--- src/sv/assert_macros.svh ---
// assertion helpers shared by the rotator modules
`ifndef ASSERT_MACROS_SVH
`define ASSERT_MACROS_SVH

// condition holds at every clock edge out of reset
`define QVR_ASSERT(label, cond, msg) \
    label: assert property (@(posedge i_clk) disable iff (!i_rst_n) (cond)) else $error(msg);

// consequent holds in the same cycle as the antecedent
`define QVR_ASSERT_IMPL(label, ante, cons, msg) \
    label: assert property (@(posedge i_clk) disable iff (!i_rst_n) (ante) |-> (cons)) \
        else $error(msg);

// consequent holds in the cycle after the antecedent
`define QVR_ASSERT_NEXT(label, ante, cons, msg) \
    label: assert property (@(posedge i_clk) disable iff (!i_rst_n) (ante) |=> (cons)) \
        else $error(msg);

`endif

--- src/sv/qvr_pkg.sv ---
package qvr_pkg;

    // data path widths
    localparam int DATA_WIDTH = 16;
    localparam int FRAC_BITS  = 14;
    localparam int P1_W       = 2 * DATA_WIDTH;        // product of two components
    localparam int T_W        = P1_W + 2;              // sum of three products
    localparam int P2_W       = DATA_WIDTH + T_W;      // second-pass product
    localparam int R_W        = P2_W + 2;              // sum of four products
    localparam int SHIFT      = 2 * FRAC_BITS;
    localparam int SAT_W      = R_W - SHIFT;           // width after the final shift

    // register port
    localparam int APB_DW     = 32;
    localparam int ADDR_W     = 4;
    localparam int IDX_W      = ADDR_W - 2;

    localparam logic [IDX_W-1:0] REG_QUAT_W = IDX_W'(0);
    localparam logic [IDX_W-1:0] REG_QUAT_X = IDX_W'(1);
    localparam logic [IDX_W-1:0] REG_QUAT_Y = IDX_W'(2);
    localparam logic [IDX_W-1:0] REG_QUAT_Z = IDX_W'(3);

    // 1.0 in the quaternion fixed-point format
    localparam logic [DATA_WIDTH-1:0] QUAT_ONE = DATA_WIDTH'(64'd1 << FRAC_BITS);

    // saturation bounds
    localparam logic signed [DATA_WIDTH-1:0] OUT_MAX = {1'b0, {(DATA_WIDTH-1){1'b1}}};
    localparam logic signed [DATA_WIDTH-1:0] OUT_MIN = {1'b1, {(DATA_WIDTH-1){1'b0}}};

    typedef struct packed {
        logic signed [DATA_WIDTH-1:0] w;
        logic signed [DATA_WIDTH-1:0] x;
        logic signed [DATA_WIDTH-1:0] y;
        logic signed [DATA_WIDTH-1:0] z;
    } t_quat;

    typedef struct packed {
        logic signed [DATA_WIDTH-1:0] vec_x;
        logic signed [DATA_WIDTH-1:0] vec_y;
        logic signed [DATA_WIDTH-1:0] vec_z;
    } t_vec_in;

    typedef struct packed {
        logic signed [DATA_WIDTH-1:0] out_x;
        logic signed [DATA_WIDTH-1:0] out_y;
        logic signed [DATA_WIDTH-1:0] out_z;
        logic                         saturated;
    } t_vec_out;

    // intermediate quaternion t = q * (0, v)
    typedef struct packed {
        logic signed [T_W-1:0] ts;
        logic signed [T_W-1:0] tx;
        logic signed [T_W-1:0] ty;
        logic signed [T_W-1:0] tz;
    } t_tquat;

    // full-precision rotated vector
    typedef struct packed {
        logic signed [R_W-1:0] rx;
        logic signed [R_W-1:0] ry;
        logic signed [R_W-1:0] rz;
    } t_rvec;

endpackage

--- src/sv/qvr_cfg.sv ---
module qvr_cfg
    import qvr_pkg::*;
(
    input  logic              i_clk,
    input  logic              i_rst_n,
    input  logic              psel,
    input  logic              penable,
    input  logic              pwrite,
    input  logic [ADDR_W-1:0] paddr,
    input  logic [APB_DW-1:0] pwdata,
    output logic [APB_DW-1:0] prdata,
    output logic              pready,
    output t_quat             o_quat
);

    t_quat              r_quat;
    logic               wr_en;
    logic [IDX_W-1:0]   idx;
    logic [DATA_WIDTH-1:0] rd_val;

    assign pready = 1'b1;
    assign wr_en  = psel && penable && pwrite;
    assign idx    = paddr[ADDR_W-1:2];

    // quaternion registers
    always_ff @(posedge i_clk) begin
        if (!i_rst_n) begin
            r_quat.w <= QUAT_ONE;
            r_quat.x <= '0;
            r_quat.y <= '0;
            r_quat.z <= '0;
        end else if (wr_en) begin
            case (idx)
                REG_QUAT_W: r_quat.w <= pwdata[DATA_WIDTH-1:0];
                REG_QUAT_X: r_quat.x <= pwdata[DATA_WIDTH-1:0];
                REG_QUAT_Y: r_quat.y <= pwdata[DATA_WIDTH-1:0];
                REG_QUAT_Z: r_quat.z <= pwdata[DATA_WIDTH-1:0];
                default: ;
            endcase
        end
    end

    // read mux
    always_comb begin
        case (idx)
            REG_QUAT_W: rd_val = r_quat.w;
            REG_QUAT_X: rd_val = r_quat.x;
            REG_QUAT_Y: rd_val = r_quat.y;
            REG_QUAT_Z: rd_val = r_quat.z;
            default:    rd_val = '0;
        endcase
    end

    assign prdata = {{(APB_DW-DATA_WIDTH){1'b0}}, rd_val};
    assign o_quat = r_quat;

endmodule

--- config.mk ---
export PLATFORM = sky130hd
export DESIGN_NAME = qvr_cfg
export DESIGN_NICKNAME = d
export VERILOG_FILES = /design/src/sv/assert_macros.svh /design/src/sv/qvr_pkg.sv /design/src/sv/qvr_cfg.sv
export SDC_FILE = /design/constraint.sdc
export NUM_CORES = 1
export LEC_CHECK = 0
export BUFFER_PORTS_ARGS = -buffer_cell sky130_fd_sc_hd__buf_4
export CORE_MARGIN = 5
export CORE_UTILIZATION = 50
export DETAILED_ROUTE_END_ITERATION = 7
export GPL_ROUTABILITY_DRIVEN = 0
export PLACE_DENSITY = 0.95
export SYNTH_ARGS = -nofsm -noshare
export SYNTH_HDL_FRONTEND = slang
export SYNTH_SLANG_ARGS = --single-unit
--- constraint.sdc ---
create_clock -name i_clk -period 5.2 [get_ports i_clk]
set_clock_uncertainty 0.2 [all_clocks]
set_input_delay 1.3 -clock i_clk [delete_from_list [all_inputs] [get_ports i_clk]]
set_output_delay 1.3 -clock i_clk [all_outputs]
set_load 0.01 [all_outputs]
---- Yosys cells after proc, flatten, opt, wreduce, memory -nomap -nowiden ----
Cells that the tools add are included.
cells by class
  equal/unequal tests ..................... 3
  mux-type cells .......................... 1
  reduce and logical (&&, ||, !) cells .... 7
operators with widths
  cell                count
  $pmux 16 s4         1
  $reduce_and 2->1    4
  $eq 2x2->1 const B  2
  $eq 2x1->1 const B  1
  $logic_and 1x1->1   2
  $logic_not 2->1     1
storage, ports and cells
  flip-flop bits (word level) ............. 64
  logic and storage cells ................. 15
  input port bits ......................... 41

---- Longest topological paths before layout ----
  depth after elaboration ................. 3
  depth in mapped cells ................... 6
  mapped depth without buffers ............ 3

---- Worst setup path after synthesis ----
OpenSTA, ideal clock, no wires.
  path type ............................... input to output
  start ................................... input port paddr[3]
  end ..................................... output port prdata[10]
  stages .................................. 3
  arrival time ............................ 2.244 ns
  slack ................................... 1.456 ns
  cells stage by stage .................... buf_6 -> buf_2 -> mux4_2
on the way
  cells in the longest elaborated chain, start to end .. 2
  elaborated cells between the ends (all ways) .. 5
  classes of those cells .................. 3 x eq/ne; 1 x mux; 1 x reduce/logical
RTL lines
  element                                   RTL line       text
  from (decl)                               qvr_cfg.sv:9   input logic [ADDR_W-1:0] paddr,
  $eq 2x2->1, or another cell as far along  qvr_cfg.sv:45  case (idx)
  $pmux 16 s4 (*)                           qvr_cfg.sv:45
  to (decl)                                 qvr_cfg.sv:11  output logic [APB_DW-1:0] prdata,
Every way passes the cells marked *; elsewhere a longest branch is shown, timed or not.

---- Final worst setup path ----
  start ................................... input port paddr[2]
  end ..................................... output port prdata[15]
The elaborated chain is that of the path after synthesis.

==> impl_results.md <==
* Layout cell share with drive strength beyond 1 at 0.354
* DP Wirelength at 4.92 mm
* Met2 WL at 3.73 mm
* Number of nets still failing antenna checks after routing at 0
* Leak at 1.85 nW
* Clock Tree Root: clkbuf_8
* Vias in the first global route at 2317
* Residual DRC count at 0
* Clock Tree Buf Depth at 2
* Worst slew margin at 0.180
* Top-area cell type share of the netlist area at 0.437
* P&R area growth vs syn at 30.1%
* Total congestion overflow at 0
* Hold crit path type: reg -> reg
* EDFF count, synth at 0
* Post-CTS Setup Inserts at 0
* Area leader, netlist: dfxtp_1
* Final setup violation count at 0
* H-tree lvl count at 3
* Drt via density at 5.17
* Sequential fraction of the synthesis area at 0.437
* Clock Pin Slew Worst Setup and Hold Paths at 0.07 ns
* Initial Util at 0.523
* Worst-skew pair later-pin latency at 0.31 ns
* Final Cycle Share at 0.751
* Main flop type after synthesis: dfxtp_1
* Post-Syn Instances at 270
* Largest net degree at the start of global routing at 82
* Post-cts resize count at 0
* CTS sink count at 64
* PwrDens at 282 mW/mm^2
* Max-cap viol count at 0
* Worst EP required at 3.70 ns
* Setup TNS at 0 ns
* M1 WL at 2.86 mm
* Drt first-iter violations at 58
* Final Non-Filler Cells at 439
* Max reg flops at 64
* Hold Slack at 0.276 ns
* Syn. warnings at 0
* FP Rows at 27
* Cell area after synthesis at 0.00293 mm^2
* Overall Power at 1.07 mW
* Critical path arrival at 2.40 ns
* Drt first pass iters at 4
* Ports at 138
* WL met3 at 498 um
* Async S/R FF share, synth at 0
* Count leader, synth: nand2_1
* I/O Buffers at 102
* Clock buffer count from CTS at 9
* Fin. Hold Viols at 0
* #FFs+latches synth at 64
* Mapped Avg Cell Area at 10.9 um^2
* Post-CTS Hold Fix Bufs at 0
* First-pass GRT wire length at 11.2 mm
* Via count at 2271
* Drt wl/cell at 16.3 um
* Max layer used: met4
* CTS tree: done
* Initial antenna violation count at 0
* All-Layer GR Usage at 0.190
* Worst-path fanout max at 19
* Die width at 86.6 um
* WL final at 7.16 mm
* Synth top area cells: dfxtp_1, mux2i_1, nand2_1
* Fmax at 0.256 GHz
* CP Capture Type: output pin
* Yosys cell types at 19
* Max-slew violation count at 0
* Final Util at 0.680
* DIE AREA at 0.00749 mm^2
* Critical Path Start Type: input port
* Final Critical Period at 3.90 ns
* Core area at 0.00561 mm^2
* Max VDD drop at 0.000203 V
* Dpl cells at 423
* Worst-Margin Slew at 1.23 ns
* RSZ-0062 raised after global routing: no
* Critical path type: in -> out
* Top post-synthesis cells by count: nand2_1, dfxtp_1, mux2i_1, buf_4, mux4_2
* Status: finished, final reports clean
* Die Ht at 86.6 um
* Layout Nets at 403
* Antenna diode count at 0
[area by class of cell]
cell class / instances / area [um^2]
inverter: 1 / 3.75
timing repair buffer: 102 / 766
fill: 421 / 1800
clock buffer: 14 / 173
clock inverter: 2 / 60.1
tap: 72 / 90.1
multi-input combinational: 184 / 1440
sequential: 64 / 1280
[critical path, cell delays in order]
cell and delay, ns:
buf_4 0.29, mux4_1 0.63, buf_4 0.17
[cells by family after synthesis]
family / after synthesis / share of synthesized area
buf+inv: 37 / 0.0909
other cells: 2 / 0.00256
mux: 80 / 0.348
simple gates: 87 / 0.121
flops: 64 / 0.437
[cell usage in the layout, fill, tap and decap left out]
cell and instances:
nor3_4 1, or3_1 1, bufinv_16 2, or2_1 1, nand3_1 1, nor2_2 1
nor2b_1 2, mux4_2 11, dfxtp_1 64, buf_4 102, nand2_1 79, clkbuf_8 12
clkbuf_1 2, mux4_1 5, nand4_1 1, mux2i_1 64, conb_1 17, inv_2 1
[per-layer routing]
layer / up-vias / GRT usage
met2: 86 / 0.337
met1: 1101 / 0.222
met4: 0 / 0.0666
met5: - / 0
met3: 8 / 0.0466
li1: 1076 / -
[report_power, final]
| part | switching [mW] | internal [mW] | total (mW) |
|---|---|---|---|
| logic | 0.0471 | 0.0366 | 0.0837 |
| clock network | 0.178 | 0.310 | 0.488 |
| registers | 0.00495 | 0.497 | 0.501 |
[through the flow]
step / area (um^2) / setup WS (ns)
after floorplan: 2990 / 1.46
after global placement: 3580 / 1.30
after detailed placement: 3580 / 1.30
after CTS: 3810 / 1.28
after global routing: 3810 / 1.27
final: 3810 / 1.30
[worst paths after layout]
path	startpoint	to	slack [ns]	depth (start not counted)
max	paddr[2]	prdata[15]	1.30	3
min	o_quat[56]$_SDFFE_PN0P_	o_quat[56]$_SDFFE_PN0P_	0.28	2
max reg2reg	o_quat[61]$_SDFFE_PN0P_	o_quat[61]$_SDFFE_PN0P_	4.31	2
min reg2reg	o_quat[56]$_SDFFE_PN0P_	o_quat[56]$_SDFFE_PN0P_	0.28	2
(Power assumes the default switching activity.)
