==> config.mk <==
export PLATFORM = sky130hd
export DESIGN_NAME = qvr_round_sat
export DESIGN_NICKNAME = d
export VERILOG_FILES = /design/src/sv/qvr_pkg.sv /design/src/sv/qvr_round_sat.sv
export VERILOG_INCLUDE_DIRS = /design/src /design/src/sv
export SDC_FILE = /design/constraint.sdc
export NUM_CORES = 1
export LEC_CHECK = 0
export BUFFER_PORTS_ARGS = -buffer_cell sky130_fd_sc_hd__buf_2
export CORE_MARGIN = 5
export CORE_UTILIZATION = 32
export DETAILED_ROUTE_END_ITERATION = 8
export GPL_TIMING_DRIVEN = 0
export HOLD_SLACK_MARGIN = 0.06
export PLACE_DENSITY = 0.77
export SETUP_SLACK_MARGIN = 0.5
export SLEW_MARGIN = 20
export SYNTH_ARGS = -nofsm -noshare
export SYNTH_HDL_FRONTEND = slang
export SYNTH_SLANG_ARGS = --single-unit
==> constraint.sdc <==
create_clock -name i_clk -period 3.9 [get_ports i_clk]
set_clock_uncertainty 0.15 [all_clocks]
set_input_delay 0.78 -clock i_clk [delete_from_list [all_inputs] [get_ports i_clk]]
set_output_delay 0.78 -clock i_clk [all_outputs]
set_load 0.01 [all_outputs]
==> src/sv/assert_macros.svh <==
// assertion helpers shared by the rotator modules
`ifndef ASSERT_MACROS_SVH
`define ASSERT_MACROS_SVH

// condition holds at every clock edge out of reset
`define QVR_ASSERT(label, cond, msg) \
    label: assert property (@(posedge i_clk) disable iff (!i_rst_n) (cond)) else $error(msg);

// consequent holds in the same cycle as the antecedent
`define QVR_ASSERT_IMPL(label, ante, cons, msg) \
    label: assert property (@(posedge i_clk) disable iff (!i_rst_n) (ante) |-> (cons)) \
        else $error(msg);

// consequent holds in the cycle after the antecedent
`define QVR_ASSERT_NEXT(label, ante, cons, msg) \
    label: assert property (@(posedge i_clk) disable iff (!i_rst_n) (ante) |=> (cons)) \
        else $error(msg);

`endif

==> src/sv/qvr_pkg.sv <==
package qvr_pkg;

    // data path widths
    localparam int DATA_WIDTH = 16;
    localparam int FRAC_BITS  = 14;
    localparam int P1_W       = 2 * DATA_WIDTH;        // product of two components
    localparam int T_W        = P1_W + 2;              // sum of three products
    localparam int P2_W       = DATA_WIDTH + T_W;      // second-pass product
    localparam int R_W        = P2_W + 2;              // sum of four products
    localparam int SHIFT      = 2 * FRAC_BITS;
    localparam int SAT_W      = R_W - SHIFT;           // width after the final shift

    // register port
    localparam int APB_DW     = 32;
    localparam int ADDR_W     = 4;
    localparam int IDX_W      = ADDR_W - 2;

    localparam logic [IDX_W-1:0] REG_QUAT_W = IDX_W'(0);
    localparam logic [IDX_W-1:0] REG_QUAT_X = IDX_W'(1);
    localparam logic [IDX_W-1:0] REG_QUAT_Y = IDX_W'(2);
    localparam logic [IDX_W-1:0] REG_QUAT_Z = IDX_W'(3);

    // 1.0 in the quaternion fixed-point format
    localparam logic [DATA_WIDTH-1:0] QUAT_ONE = DATA_WIDTH'(64'd1 << FRAC_BITS);

    // saturation bounds
    localparam logic signed [DATA_WIDTH-1:0] OUT_MAX = {1'b0, {(DATA_WIDTH-1){1'b1}}};
    localparam logic signed [DATA_WIDTH-1:0] OUT_MIN = {1'b1, {(DATA_WIDTH-1){1'b0}}};

    typedef struct packed {
        logic signed [DATA_WIDTH-1:0] w;
        logic signed [DATA_WIDTH-1:0] x;
        logic signed [DATA_WIDTH-1:0] y;
        logic signed [DATA_WIDTH-1:0] z;
    } t_quat;

    typedef struct packed {
        logic signed [DATA_WIDTH-1:0] vec_x;
        logic signed [DATA_WIDTH-1:0] vec_y;
        logic signed [DATA_WIDTH-1:0] vec_z;
    } t_vec_in;

    typedef struct packed {
        logic signed [DATA_WIDTH-1:0] out_x;
        logic signed [DATA_WIDTH-1:0] out_y;
        logic signed [DATA_WIDTH-1:0] out_z;
        logic                         saturated;
    } t_vec_out;

    // intermediate quaternion t = q * (0, v)
    typedef struct packed {
        logic signed [T_W-1:0] ts;
        logic signed [T_W-1:0] tx;
        logic signed [T_W-1:0] ty;
        logic signed [T_W-1:0] tz;
    } t_tquat;

    // full-precision rotated vector
    typedef struct packed {
        logic signed [R_W-1:0] rx;
        logic signed [R_W-1:0] ry;
        logic signed [R_W-1:0] rz;
    } t_rvec;

endpackage

==> src/sv/qvr_round_sat.sv <==
`include "assert_macros.svh"

module qvr_round_sat
    import qvr_pkg::*;
(
    input  logic     i_clk,
    input  logic     i_rst_n,
    input  logic     i_valid,
    input  t_rvec    i_data,
    output logic     o_stall,
    output logic     o_valid,
    output t_vec_out o_data,
    input  logic     i_stall
);

    t_vec_out r_out;
    t_vec_out n_out;
    logic     r_valid;
    logic     ready;
    logic     sat_x;
    logic     sat_y;
    logic     sat_z;

    // floor shift by the product fraction bits, then clip
    function automatic logic [DATA_WIDTH:0] shift_clip(input logic signed [R_W-1:0] val);
        logic signed [SAT_W-1:0] sh;
        logic                    fits;
        sh   = val[R_W-1:SHIFT];
        fits = (&sh[SAT_W-1:DATA_WIDTH-1]) || !(|sh[SAT_W-1:DATA_WIDTH-1]);
        if (fits) begin
            shift_clip = {1'b0, sh[DATA_WIDTH-1:0]};
        end else if (sh[SAT_W-1]) begin
            shift_clip = {1'b1, OUT_MIN};
        end else begin
            shift_clip = {1'b1, OUT_MAX};
        end
    endfunction

    assign ready   = !r_valid || !i_stall;
    assign o_stall = !ready;

    // stage 5: shift and saturate each component
    always_comb begin
        {sat_x, n_out.out_x} = shift_clip(i_data.rx);
        {sat_y, n_out.out_y} = shift_clip(i_data.ry);
        {sat_z, n_out.out_z} = shift_clip(i_data.rz);
        n_out.saturated      = sat_x || sat_y || sat_z;
    end

    always_ff @(posedge i_clk) begin
        if (!i_rst_n) begin
            r_valid <= 1'b0;
        end else if (ready) begin
            r_valid <= i_valid;
        end
    end

    always_ff @(posedge i_clk) begin
        if (ready && i_valid) begin
            r_out <= n_out;
        end
    end

    assign o_valid = r_valid;
    assign o_data  = r_out;

    // a flagged result carries at least one component at a bound
    `QVR_ASSERT_IMPL(a_sat_bound, o_valid && o_data.saturated, o_data.out_x == OUT_MAX || o_data.out_x == OUT_MIN || o_data.out_y == OUT_MAX || o_data.out_y == OUT_MIN || o_data.out_z == OUT_MAX || o_data.out_z == OUT_MIN, "saturated flag with no clipped component")

endmodule

Yosys cells after proc, flatten, opt, wreduce, memory -nomap -nowiden
Cells that the tools add are included.

word-level totals
  register bits after elaboration = 50
  latch bits = 0
  RAM bits = 0
  ROM bits = 0
  bits of input ports = 160
  memories kept = 0

cells by class
  $add $sub $neg = 0
  multipliers = 0
  div/mod/pow operators = 0
  magnitude comparators = 0
  equal/unequal tests = 0
  shifts and indexed selects = 0
  multiplexer cells = 6
  bitwise logic cells = 0
  reduce and logical (&&, ||, !) cells = 19

operators by type and width
  cell                 count
  $mux W17             3
  $mux W16             3
  $reduce_and A9 Y1    3
  $reduce_or A9 Y1     3
  $logic_not A1 Y1     6
  $logic_or A1 B1 Y1   6
  $logic_and A1 B1 Y1  1

Longest topological paths before layout
  depth in word-level cells = 6
  mapped depth = 6

Worst setup path after synthesis
OpenSTA, ideal clock, no wires.

  path kind = input to register
  start = input port i_stall
  end = register r_out (netlist bit o_data[0]) (enable)
  setup time = 461 ps
  arrival time = 3186 ps
  setup slack = 103 ps
  stages on the path = 2
  cells stage by stage = and2_1 nor2b_1

on the way
  longest elaborated chain between the ends = 3

ends and longest elaborated chain
  what                    line                 RTL
  start: declaration      qvr_round_sat.sv:13  input logic i_stall
  $logic_not A1 Y1        qvr_round_sat.sv:39  assign ready = !r_valid || !i_stall;
  $logic_or A1 B1 Y1      qvr_round_sat.sv:39
  $logic_and A1 B1 Y1     qvr_round_sat.sv:59  if (ready && i_valid) begin
  end signal: assignment  qvr_round_sat.sv:60  r_out <= n_out;
  end: declaration        qvr_round_sat.sv:16  t_vec_out r_out;

Every way passes these cells.
A chain may end at the register's enable or synchronous reset.

Worst setup path in the final report
  start = input port i_stall
  end = output port o_stall

on the way
  longest elaborated chain between the ends = 3

ends and longest elaborated chain
  what                line                 RTL
  $logic_not A1 Y1    qvr_round_sat.sv:39
  $logic_or A1 B1 Y1  qvr_round_sat.sv:39
  $logic_not A1 Y1    qvr_round_sat.sv:40  assign o_stall = !ready;
  end: declaration    qvr_round_sat.sv:10  output logic o_stall,

Every way passes these cells.

==> parameters.txt <==
Parameter                              Value

Synthesis
  Total of flip-flops plus latches after synthesis ... 50
  Average size of a mapped cell ... 15.7 um^2
  Leading register cell type out of synthesis ... sky130_fd_sc_hd__edfxtp_1
  Library cell occupying the most area in the post-synthesis netlist ... sky130_fd_sc_hd__edfxtp_1
  Number of enable-type register cells in the synthesized netlist ... 49
  Biggest area contributors in the synthesized netlist ... sky130_fd_sc_hd__edfxtp_1 71%, sky130_fd_sc_hd__a21o_1 15%, sky130_fd_sc_hd__a21o_2 2.1%, sky130_fd_sc_hd__buf_6 1.6%, sky130_fd_sc_hd__nand4_1 1.5%
  Number of nets in the synthesized netlist ... 292
  Cells after synthesis ... 132
  Sequential element share of the synthesized area ... 72.1%
  Async set or reset register ratio after synthesis ... 0%
  Unique cell type count in the Yosys netlist ... 22
  Fraction of synthesized cell area taken by the top area cell type ... 71.1%
  Most instantiated library cell after synthesis ... sky130_fd_sc_hd__edfxtp_1
  Yosys warns ... 0
  Leading post-synthesis cells by instance count ... 49 x sky130_fd_sc_hd__edfxtp_1, 40 x sky130_fd_sc_hd__a21o_1, 5 x sky130_fd_sc_hd__a21o_2, 5 x sky130_fd_sc_hd__nand4_1, 5 x sky130_fd_sc_hd__nor4_1
  Cell area after synthesis ... 2070 um^2

Layout
  Ant diodes ... 0
  Share of layout cells above drive strength 1 ... 55.8%
  Sequential cell area in the final layout ... 1490 um^2
  Post-layout net count ... 426
  Total area of multi-input combinational cells ... 520 um^2
  Synthesis-to-finish area growth ... 40.6%
  Number of inserted filler cells in the final layout ... 611

Critical path
  Worst endpoint data arrival time ... 1210 ps
  Worst EP required ... 2970 ps
  Worst Reg2Reg Path Length in Cells ... 3
  Crit end category ... output pin
  Max stage delay cell, worst path ... sky130_fd_sc_hd__and2_1
  CP Capture Point ... o_stall
  CP Launch Type ... primary input
  Capture point of the worst reg-to-reg path ... o_data[11]
  Worst Path Max Fanout ... 3
  CP cell instances ... buf_2 -> and2_1 -> buf_2
  Origin of the critical flop-to-flop path ... o_valid
  Largest incremental delay on the critical path ... 190 ps
  Crit. Startpoint ... i_stall
  Worst path most repeated cell ... sky130_fd_sc_hd__buf_2
  Worst-case register-to-register setup slack ... 2140 ps
  Startpoint-to-endpoint class of the critical path ... in -> out

Routing
  Total wirelength of the detailed-routed design ... 5.15 mm
  Vias ... 1632
  Routed len/inst ... 15.0 um
  Via-to-Cell Ratio ... 4.74
  Detailed-routing iteration count for the pre-antenna-repair pass ... 4
  DRC violation total after the first TritonRoute iteration ... 35
  Antenna Violating Nets Remaining ... 0
  DRC viols ... 0

CTS
  Number of buffers on the longest clock path ... 2
  Clock slew at the register clock pins of the worst setup and hold paths ... 90 ps
  CTS tree ... yes
  Clock H-tree levels ... 2
  Number of resized instances in the post-cts repair step ... 0
  Hold buffer count at cts ... 0
  Clock root buffer ... sky130_fd_sc_hd__clkbuf_8
  TritonCTS sink count ... 50
  Setup bufs post-CTS ... 0
  Later-pin clock latency in the skew report ... 290 ps
  Total CTS buffers ... 5

Floorplan
  Area of the core ... 6310 um^2
  Horizontal die dimension ... 90.4 um
  Die Height ... 90.4 um
  Io pins ... 211
  Starting density of the core ... 32.8%
  Die area ... 8180 um^2
  Number of cell rows ... 29

Pwr
  Leakage power figure ... 1.37 nW
  Logic pwr share ... 14.2%
  Net Sw Frac ... 23.4%
  Part of the power in the clock network ... 26.7%
  Ratio of total power to cell area ... 370 nW/um^2
  Design internal power ... 0.825 mW
  Highest ir drop seen on vdd ... 0.165 mV
  Tot Pwr ... 1.08 mW
  Net switching power ... 0.252 mW
  Seq pwr share ... 59.0%

Place
  Routability cong. ... 0.689
  Port Buffer Count ... 126
  Worst slack, placed ... 1530 ps
  Hpwl dp ... 4.10 mm

Global route
  Initial antenna violation count ... 0
  Via count of the first global-routing pass ... 1752
  Overflow left after global routing ... 0
  Overall track demand over capacity in global routing ... 12.4%
  First-pass GRT wire length ... 8.34 mm
  Largest net degree at the start of global routing ... 29

Run status
  Result of the run ... completed

Job
  Max-cap violation count ... 0

Timing
  Actual transition at the worst max-transition pin ... 654 ps
  Top achievable clock speed ... 466 MHz
  Total Neg Setup Slack ... 0 ps
  Setup-failing EPs final ... 0
  Final worst-path cycle share ... 55.0%
  Hold Violations, Final ... 0
  Normalized max-slew margin ... 56.3%
  RSZ-0062 raised after global routing ... no
  Post-layout worst setup margin ... 1760 ps
  Shortest period the worst path allows ... 2140 ps
  Slew Limit Fails ... 0

Min path
  Worst min-delay path category ... in -> reg
==> per-layer routing <==
metal | track usage [%] | vias to the layer above | wire length, um
met5 | 0 | - | 0
met1 | 13.8 | 755 | 1980
met2 | 20.6 | 87 | 2460
li1 | - | 784 | -
met3 | 6.75 | 6 | 670
met4 | 2.85 | 0 | 42
==> per-stage QoR <==
step | hold WS, ps | instance area, um^2 | instances | util [%]
final | 545 | 2910 | 344 | 46.1
after global routing | 528 | 2910 | 344 | 46.1
after global placement | 442 | 2800 | 335 | 44.3
after floorplan | 579 | 2070 | 132 | -
after CTS | 541 | 2910 | 344 | 46.1
after detailed placement | 534 | 2820 | 336 | 44.7
==> cells by family after synthesis <==
group / share of synthesized area, %
AND/OR/NAND/NOR: 6.83
buffers and inverters: 3.14
flip-flops: 72.1
AO/OA/AOI/OAI: 18.0
==> worst min path at each step <==
stage	from	depth (start not counted)	to
floorplan	o_valid	2	o_valid
global placement	o_valid	2	o_valid
detailed placement	o_valid	2	o_valid
CTS	i_rst_n	2	o_valid
global route	i_rst_n	2	o_valid
finish	i_rst_n	2	o_valid
==> cell type report <==
type	count	area share [%]
clock buffer	5	2.37
sequential	50	51.3
timing repair buffer	127	22.4
tap	77	3.31
buffer	10	2.24
multi-input combinational	72	17.9
clock inverter	3	0.559
==> layout by cell type, fill, tap and decap left out <==
cell type                    Yosys  routed
sky130_fd_sc_hd__buf_2           4     130
sky130_fd_sc_hd__edfxtp_1       49      49
sky130_fd_sc_hd__a21o_1         40      40
sky130_fd_sc_hd__nand4_1         5       5
sky130_fd_sc_hd__nor4_1          5       5
sky130_fd_sc_hd__a21o_2          5       5
sky130_fd_sc_hd__clkbuf_8        0       5
sky130_fd_sc_hd__buf_6           3       3
sky130_fd_sc_hd__clkbuf_1        3       3
sky130_fd_sc_hd__nand3_1         2       2
sky130_fd_sc_hd__o21ai_1         2       2
sky130_fd_sc_hd__a21oi_1         2       2
sky130_fd_sc_hd__and2_1          1       1
sky130_fd_sc_hd__nand2_1         1       1
sky130_fd_sc_hd__nor3_2          1       1
sky130_fd_sc_hd__nor2_1          1       1
sky130_fd_sc_hd__nor3_1          1       1
sky130_fd_sc_hd__nand2b_1        1       1
sky130_fd_sc_hd__nor3b_2         1       1
sky130_fd_sc_hd__nor2b_1         2       1
sky130_fd_sc_hd__nand4b_1        1       1
sky130_fd_sc_hd__nor2b_4         0       1
sky130_fd_sc_hd__o21a_1          1       1
sky130_fd_sc_hd__clkinvlp_4      0       1
sky130_fd_sc_hd__clkinv_2        0       1
sky130_fd_sc_hd__clkinv_1        0       1
sky130_fd_sc_hd__buf_12          0       1
sky130_fd_sc_hd__dfxtp_1         1       1
==> flip-flops by register name, indices dropped and copies added (netlist names) <==
| signal | count |
|---|---|
| o_valid | 1 |
| o_data | 49 |
==> worst max-delay path: cells and delay by family <==
family,cells,cell delay [ps]
buf+inv,2,240
simple gates,1,190
==> power by group through the flow <==
| stage | Sequential [mW] | Combinational, mW | Clock [mW] |
|---|---|---|---|
| finish | 0.636 | 0.153 | 0.288 |
| global route | 0.639 | 0.168 | 0.331 |
| CTS | 0.637 | 0.156 | 0.300 |
| detailed placement | 0.649 | 0.156 | 0 |
| global placement | 0.649 | 0.148 | 0 |
| floorplan | 0.667 | 0.0490 | 0 |
No activity file was read; power rests on OpenSTA's default activity.
